==> config.mk <==
export PLATFORM = sky130hd
export DESIGN_NAME = atrt_slot_map
export DESIGN_NICKNAME = d
export VERILOG_FILES = /design/src/hw/rtl/atrt_slot_map.sv
export SDC_FILE = /design/constraint.sdc
export NUM_CORES = 1
export LEC_CHECK = 0
export ABC_AREA = 1
export BUFFER_PORTS_ARGS = -buffer_cell sky130_fd_sc_hd__buf_2
export CAP_MARGIN = 20
export CORE_AREA = 2 2 39 41
export CTS_CLUSTER_DIAMETER = 40
export DETAILED_ROUTE_END_ITERATION = 7
export DIE_AREA = 0 0 41 43
export PLACE_DENSITY = 0.69
export SLEW_MARGIN = 20
export SYNTH_ARGS = -nofsm -noshare
export SYNTH_HDL_FRONTEND = slang
export SYNTH_SLANG_ARGS = --single-unit
==> constraint.sdc <==
create_clock -name aclk -period 0.8 [get_ports aclk]
set_input_delay 0.04 -clock aclk [delete_from_list [all_inputs] [get_ports aclk]]
set_output_delay 0.04 -clock aclk [all_outputs]
set_load 0.1 [all_outputs]
==> src/hw/rtl/atrt_slot_map.sv <==
// sequence offset to ring slot: offset mod DEPTH in three pipeline stages
// reciprocal multiply, quotient times depth, subtract with one correction
module atrt_slot_map #(
    parameter int DEPTH = 128,
    parameter int IDX_W = $clog2(DEPTH)
) (
    input  logic             aclk,
    input  logic             aresetn,
    input  logic             start,
    input  logic [15:0]      diff,
    output logic             done,
    output logic [IDX_W-1:0] slot
);

    localparam longint unsigned RECIP_L =
        ((64'd1 << 32) + 64'(DEPTH) - 64'd1) / 64'(DEPTH);
    localparam logic [31:0] RECIP   = 32'(RECIP_L);
    localparam logic [16:0] DEPTH_W = 17'(DEPTH);

    logic [2:0]       stg_reg;
    logic [47:0]      prod_reg;
    logic [15:0]      diff1_reg;
    logic [15:0]      diff2_reg;
    logic [31:0]      qd_reg;
    logic [IDX_W-1:0] slot_reg;
    logic [16:0]      rem;
    logic [16:0]      rem_fix;

    always_comb begin
        rem = {1'b0, diff2_reg} - qd_reg[16:0];
        if (rem >= DEPTH_W) begin
            rem_fix = rem - DEPTH_W;
        end else begin
            rem_fix = rem;
        end
    end

    always_ff @(posedge aclk) begin
        if (!aresetn) begin
            stg_reg <= '0;
        end else begin
            stg_reg <= {stg_reg[1:0], start};
        end
    end

    always_ff @(posedge aclk) begin
        prod_reg  <= 48'(diff) * 48'(RECIP);
        diff1_reg <= diff;
        qd_reg    <= 32'(prod_reg[47:32]) * 32'(DEPTH);
        diff2_reg <= diff1_reg;
        slot_reg  <= rem_fix[IDX_W-1:0];
    end

    assign done = stg_reg[2];
    assign slot = slot_reg;

endmodule

# Yosys cells after proc, flatten, opt, wreduce, memory -nomap -nowiden
# Index checks and enable logic that the tools add are counted.
op_classes:
  add_sub_neg: 2
  n_lt_le_gt_ge: 1
  n_mux: 1
op_table:
  columns: ["cell", "n"]
  rows:
  - ["$ge A17 B8 Y1 const B", 1]
  - ["$sub A16 B16 Y17", 1]
  - ["$mux W7", 1]
  - ["$sub A7 B1 Y7 const B", 1]
totals:
  regBits: 51
  output_inout_bits: 8
  elab_cells: 9

# Longest topological paths before layout
# Gate-level depths: netlist (run 1).
logic_depth:
  ltp_word: 3
  mapped_depth: 2
  mapped_depth_nobuf: 2

# Least setup slack after synthesis (run 1)
# Ideal clock, no wire load.
synth_path:
  kind: "flip-flop to output port"
  start: "register stg_reg[2]"
  end: "output port done"
  arrival_time_ns: 0.909
  required_ns: 0.760
  setup_slack_ns: -0.149
  path_stages_with_launch: 1
  path_cell_list: "dfxtp_1"
synth_lines:
  columns: ["item", "line_no", "text"]
  rows:
  - ["start: declaration", "20", "logic [2:0] stg_reg;"]
  - ["start signal: assignment", "42", "stg_reg <= {stg_reg[1:0], start};"]
  - ["end: declaration", "11", "output logic done,"]
# No word-level cell between the ends.

# Worst setup path in the final report (run 1)
layout_path:
  start: "register slot_reg[0], in the netlist slot[0]"
  end: "output port slot[0]"
layout_lines:
  columns: ["item", "line_no", "text"]
  rows:
  - ["start: declaration", "25", "logic [IDX_W-1:0] slot_reg;"]
  - ["start signal: assignment", "51", "slot_reg <= rem_fix[IDX_W-1:0];"]
  - ["end: declaration", "12", "output logic [IDX_W-1:0] slot"]
# No word-level cell between the ends.

==> results of run 1 <==
-- report_power, final --
part           total (W)  internal [W]  switching (W)
registers        0.00128       0.00126      0.0000239
logic           0.000290      0.000121       0.000169
clock network   0.000585      0.000277       0.000307
-- routing by layer --
metal	GRT usage	part of all wire	vias to the layer above
li1	-	-	147
met3	0.0471	0.079	2
met2	0.144	0.57	18
met5	0	0	-
met4	0.100	0.0062	0
met1	0.0856	0.34	115
-- cells in the final DEF (no fill, tap or decap), drive strengths merged --
master       netlist  final
buf                0     17
clkbuf             0      4
nand2              3      3
inv                3      3
dlygate4sd3        0      9
dfxtp             24     24
-- path summary, 6_finish.rpt --
path | slack (ps) | startpoint | end | cells past startpoint
setup reg to reg | 310 | stg_reg[1] | stg_reg[2] | 2
hold / removal | 330 | diff2_reg[4] | slot[4] | 0
hold reg to reg | 330 | diff2_reg[4] | slot[4] | 0
setup / recovery | -60 | slot[0] | slot[0] | 1
-- cells by family after synthesis --
| family | Yosys count | share of synthesized area |
|---|---|---|
| simple gates | 3 | 0.0224 |
| buf+inv | 3 | 0.0224 |
| flops | 24 | 0.955 |
-- layout make-up --
cell class              instances  area [sq um]
inverters                       3          11.3
multi-input cells               3          11.3
flip-flops and latches         24           490
well taps                      16          20.0
repair buffers                 26           295
fillers                       105           519
clock buffers                   4          36.3
-- worst reg2reg max path, stage by stage (launching register included) --
cell and delay [ps]:
dfxtp_1 320, nand2_1 50, inv_1 30
-- timing repair --
action | 4_1_cts | 5_1_grt
endpoints found under the hold margin | 10 | 0
pin swaps | 0 | 0
setup endpoints to repair | 8 | 8
setup buffers | 0 | 0
hold buffers | 9 | 0
-- stage by stage --
step	cell area [sq um]	cells	hold slack (ps)	total power, W	setup WS (ps)
global route	865	76	339	0.00226	-110
floorplan	513	30	67.7	0.00145	134
finish	865	76	332	0.00216	-63.1
detailed placement	738	63	144	0.00157	271
CTS	865	76	334	0.00218	-76.4
global placement	738	63	143	0.00156	273
==> impl_metrics.yaml, run 1 <==
timing:
  timing.max_slew.rel_slack: 0.924
  timing.final.ws_setup_ps: -63.1
  timing.final.crit_period_ps: 863
  final-hold-violation-count: 0
  timing_worst_slew_pin_value_ps: 114
  final.setup_skew_ps: 4.19
  final-max-slew-violation-count: 0
  clock.fmax_mhz: 1160
  timing.final.crit_share: 1.08
  report.final.setup_viol: 8
  grt_setup_unrepaired: "yes"
  setup-tns-final_ps: -479
yosys:
  synth_ff_type: "dfxtp_1"
  synth_enable_flop_cells: 0
  synth.net_count: 49
  synthCells: 30
  synthDistinctLibCells: 3
  post_synth_instance_area_sq_um: 503
  yosys.area.top_type_share: 0.955
  synth_most_common_cell: "dfxtp_1"
  yosysWarningCount: 0
  yosys-top-cells-count: "dfxtp_1 (24), inv_1 (3), nand2_1 (3)"
  asyncSetResetFlopFracSynth: 0
  synth_area_leader_cell: "dfxtp_1"
  post_synthesis_average_cell_area_sq_um: 16.8
  synth.top_cells.by_area: "dfxtp_1 (96%), inv_1 (2.2%), nand2_1 (2.2%)"
  seq_area_frac_synth: 0.955
  ys_seq_elements: 24
routing:
  route.final.wire_length_microns: 647
  wl_per_cell_microns: 8.51
  drt_iter0_markers: 4
  post_drt_via_cell_ratio: 3.71
  antenna_violating_nets_left: 0
  route.detailed.drc: 0
  first_pass_iters: 4
  num_vias: 282
final_layout:
  area_growth_pct: 71.9
  design.final.nets: 80
  fraction_of_layout_instances_using_a_drive_strength_above_1: 0.483
  finish.utilization: 0.625
  num_antenna_cells: 0
clock_tree:
  tritoncts.num_buffers: 3
  ctsResizeCount: 0
  cts_max_path_buffers: 2
  cts.sink_count: 24
  worstSkewPairLatency_ps: 300
  cts_tree: "done"
  cts.root.buffer_cell: "clkbuf_4"
  htree_num_levels: 1
  cts.clk_slew.worst_paths_ps: 110
placed_design:
  globalplace.congestion: 0.534
  io_buffer_count: 17
  hpwl_microns: 326
setup_path:
  crit_family: "flip-flops"
  worstPathBufferInverterCount: 1
  critical_path.cell_chain: "buf_12"
  criticalPathCategory: "reg2out"
  timing.critical_path.slowest_stage_cell: "dfxtp_2"
  critical-path-max-stage-delay_ps: 360
  critical_path_required_ps: 760
  cp-start-kind: "flop"
  worst-endpoint-arrival_ps: 820
  timing.critical_path.fanout_max: 1
  crit_path_end_kind: "output pin"
global_route:
  grt_util_all_layers: 0.0972
  grt_pass1_vias: 240
  globalRoute.totalOverflow: 0
  grt_first_pass_wirelength_microns: 979
  grt_max_degree: 14
  grt_antenna_before_repair: 0
min_path:
  hold_path.class: "reg2reg"
die:
  chipHeight_microns: 43
  dieArea_sq_um: 1760
  die_width_microns: 41
  pin_count: 27
  placement_rows: 14
  placeableCoreArea_sq_um: 1380
  initial_utilization: 0.363
power_and_ir_drop:
  power.density_cell_area_nw_per_um2: 2500
  p_leak_nw: 0.401
  ir_worst_vdd_mv: 1.29
run_status:
  status: "finished with violations"
  violations: "setup timing"
run:
  maxCapViolCount: 0
(Power assumes the default switching activity.)
==> run 2: changes to the inputs <==
--- a/config.mk
+++ b/config.mk
@@ -17,3 +17,4 @@
 export SYNTH_ARGS = -nofsm -noshare
 export SYNTH_HDL_FRONTEND = slang
 export SYNTH_SLANG_ARGS = --single-unit
+export TNS_END_PERCENT = 50
==> run 2 against run 1 <==
The run still ends with setup timing left. Critical path depth is the same. First-iteration DRC count shrank 25%. Sequential cell count is the same. Routed wire length shrank 8.7%. Clock power is essentially flat. Via count shrank 1.8%. Clock skew shrank 1.6 ps.
==> impl_metrics.yaml, run 2 (same netlist as run 1, synthesis figures left out) <==
run_status:
  status: "finished with violations"
  violations: "setup timing"
timing:
  timing.final.crit_period_ps: 865
  timing.final.ws_setup_ps: -64.6
  timing_worst_slew_pin_value_ps: 115
  grt_setup_unrepaired: "yes"
  final.setup_skew_ps: 2.59
  timing.max_slew.rel_slack: 0.923
  clock.fmax_mhz: 1160
  timing.final.crit_share: 1.08
  final-hold-violation-count: 0
  report.final.setup_viol: 8
  final-max-slew-violation-count: 0
  fin_worst_hold_slack_ps: 333
setup_path:
  cp-start-kind: "flop"
  critical-path-max-stage-delay_ps: 360
  crit_path_end_kind: "output pin"
  timing.critical_path.fanout_max: 1
  timing.critical_path.slowest_stage_cell: "dfxtp_2"
  crit_family: "flip-flops"
  critical_path.cell_chain: "buf_12"
  critical_path_required_ps: 760
  worst-endpoint-arrival_ps: 820
  criticalPathCategory: "reg2out"
  worstPathBufferInverterCount: 1
global_route:
  grt_pass1_vias: 270
  grt_antenna_before_repair: 0
  grt_util_all_layers: 0.0860
  grt_max_degree: 14
  globalRoute.totalOverflow: 0
  grt_first_pass_wirelength_microns: 938
power_and_ir_drop:
  switchingPower_w: 0.000499
  power.sequential.fraction: 0.595
  power.density_cell_area_nw_per_um2: 2500
  p_leak_nw: 0.401
  comb_power_share: 0.133
  power.share.switching: 0.231
  p_int_w: 0.00166
  ir_worst_vdd_mv: 1.33
  clock_power_share: 0.272
placed_design:
  io_buffer_count: 17
  globalplace.congestion: 0.612
  dp_worst_setup_slack_ps: 247
die:
  chipHeight_microns: 43
  die_width_microns: 41
  placeableCoreArea_sq_um: 1380
  pin_count: 27
  placement_rows: 14
  initial_utilization: 0.363
  dieArea_sq_um: 1760
clock_tree:
  cts_max_path_buffers: 2
  cts_tree: "done"
  cts.clk_slew.worst_paths_ps: 110
  tritoncts.num_buffers: 3
  cts.root.buffer_cell: "clkbuf_4"
  cts_setup_buffers: 0
  htree_num_levels: 1
  worstSkewPairLatency_ps: 290
  cts.sink_count: 24
final_layout:
  final.fill_count: 101
  fraction_of_layout_instances_using_a_drive_strength_above_1: 0.483
  area_growth_pct: 71.9
  design.final.nets: 80
  final_common_cell: "dfxtp_1"
  layout.cells.most_common_list: "dfxtp_1 (16), dlygate4sd3_1 (9), buf_2 (9)"
  num_antenna_cells: 0
routing:
  route.detailed.drc: 0
  route.final.wire_length_microns: 591
  antenna_violating_nets_left: 0
  drt_iter0_markers: 3
  post_drt_via_cell_ratio: 3.64
  wl_per_cell_microns: 7.78
  num_vias: 277
  first_pass_iters: 2
min_path:
  hold_path.class: "reg2reg"
run:
  maxCapViolCount: 0
## run 2: power by group through the flow
stage / logic (W) / clock network, W / registers [W]
2_1_floorplan: 0.00000390 / 0 / 0.00144
5_1_grt: 0.000298 / 0.000656 / 0.00129
3_3_place_gp: 0.000253 / 0 / 0.00131
3_5_place_dp: 0.000254 / 0 / 0.00131
4_1_cts: 0.000287 / 0.000603 / 0.00128
6_report: 0.000287 / 0.000587 / 0.00128
## run 2: per-stage QoR
step | instances | utilization | setup TNS [ps] | total power, W | instance area (sq um)
floorplan | 30 | - | -596 | 0.00145 | 508
global placement | 63 | 0.530 | 0 | 0.00156 | 733
detailed placement | 63 | 0.530 | 0 | 0.00156 | 733
CTS | 76 | 0.625 | -569 | 0.00217 | 865
global route | 76 | 0.625 | -777 | 0.00224 | 865
finish | 76 | 0.625 | -482 | 0.00216 | 865
## run 2: final timing paths
check,startpoint,end,slack [ps],cells past startpoint
hold / removal,diff2_reg[6],slot[6],330,0
hold reg to reg,diff2_reg[6],slot[6],330,0
setup / recovery,stg_reg[2],done,-60,1
setup reg to reg,stg_reg[1],stg_reg[2],310,2
## run 2: repair_timing
action	CTS	global route
setup endpoints to repair	8	8
hold endpoints to repair	10	0
hold buffers	9	0
gates cloned	0	0
gates resized for setup	4	0
## run 2: cell type report
type / count / area, sq um / area share
clock buffers: 4 / 36.3 / 0.0420
inverters: 3 / 11.3 / 0.0130
multi-input cells: 3 / 11.3 / 0.0130
flip-flops and latches: 24 / 490 / 0.567
well taps: 16 / 20.0 / 0.0232
repair buffers: 26 / 295 / 0.342
## run 2: routing by layer
layer / vias to the layer above / routed length (microns) / GRT usage
met5: - / 0 / 0
met4: 0 / 0 / 0.0600
met3: 0 / 51 / 0.0314
met2: 15 / 294 / 0.147
met1: 116 / 245 / 0.0753
li1: 146 / - / -
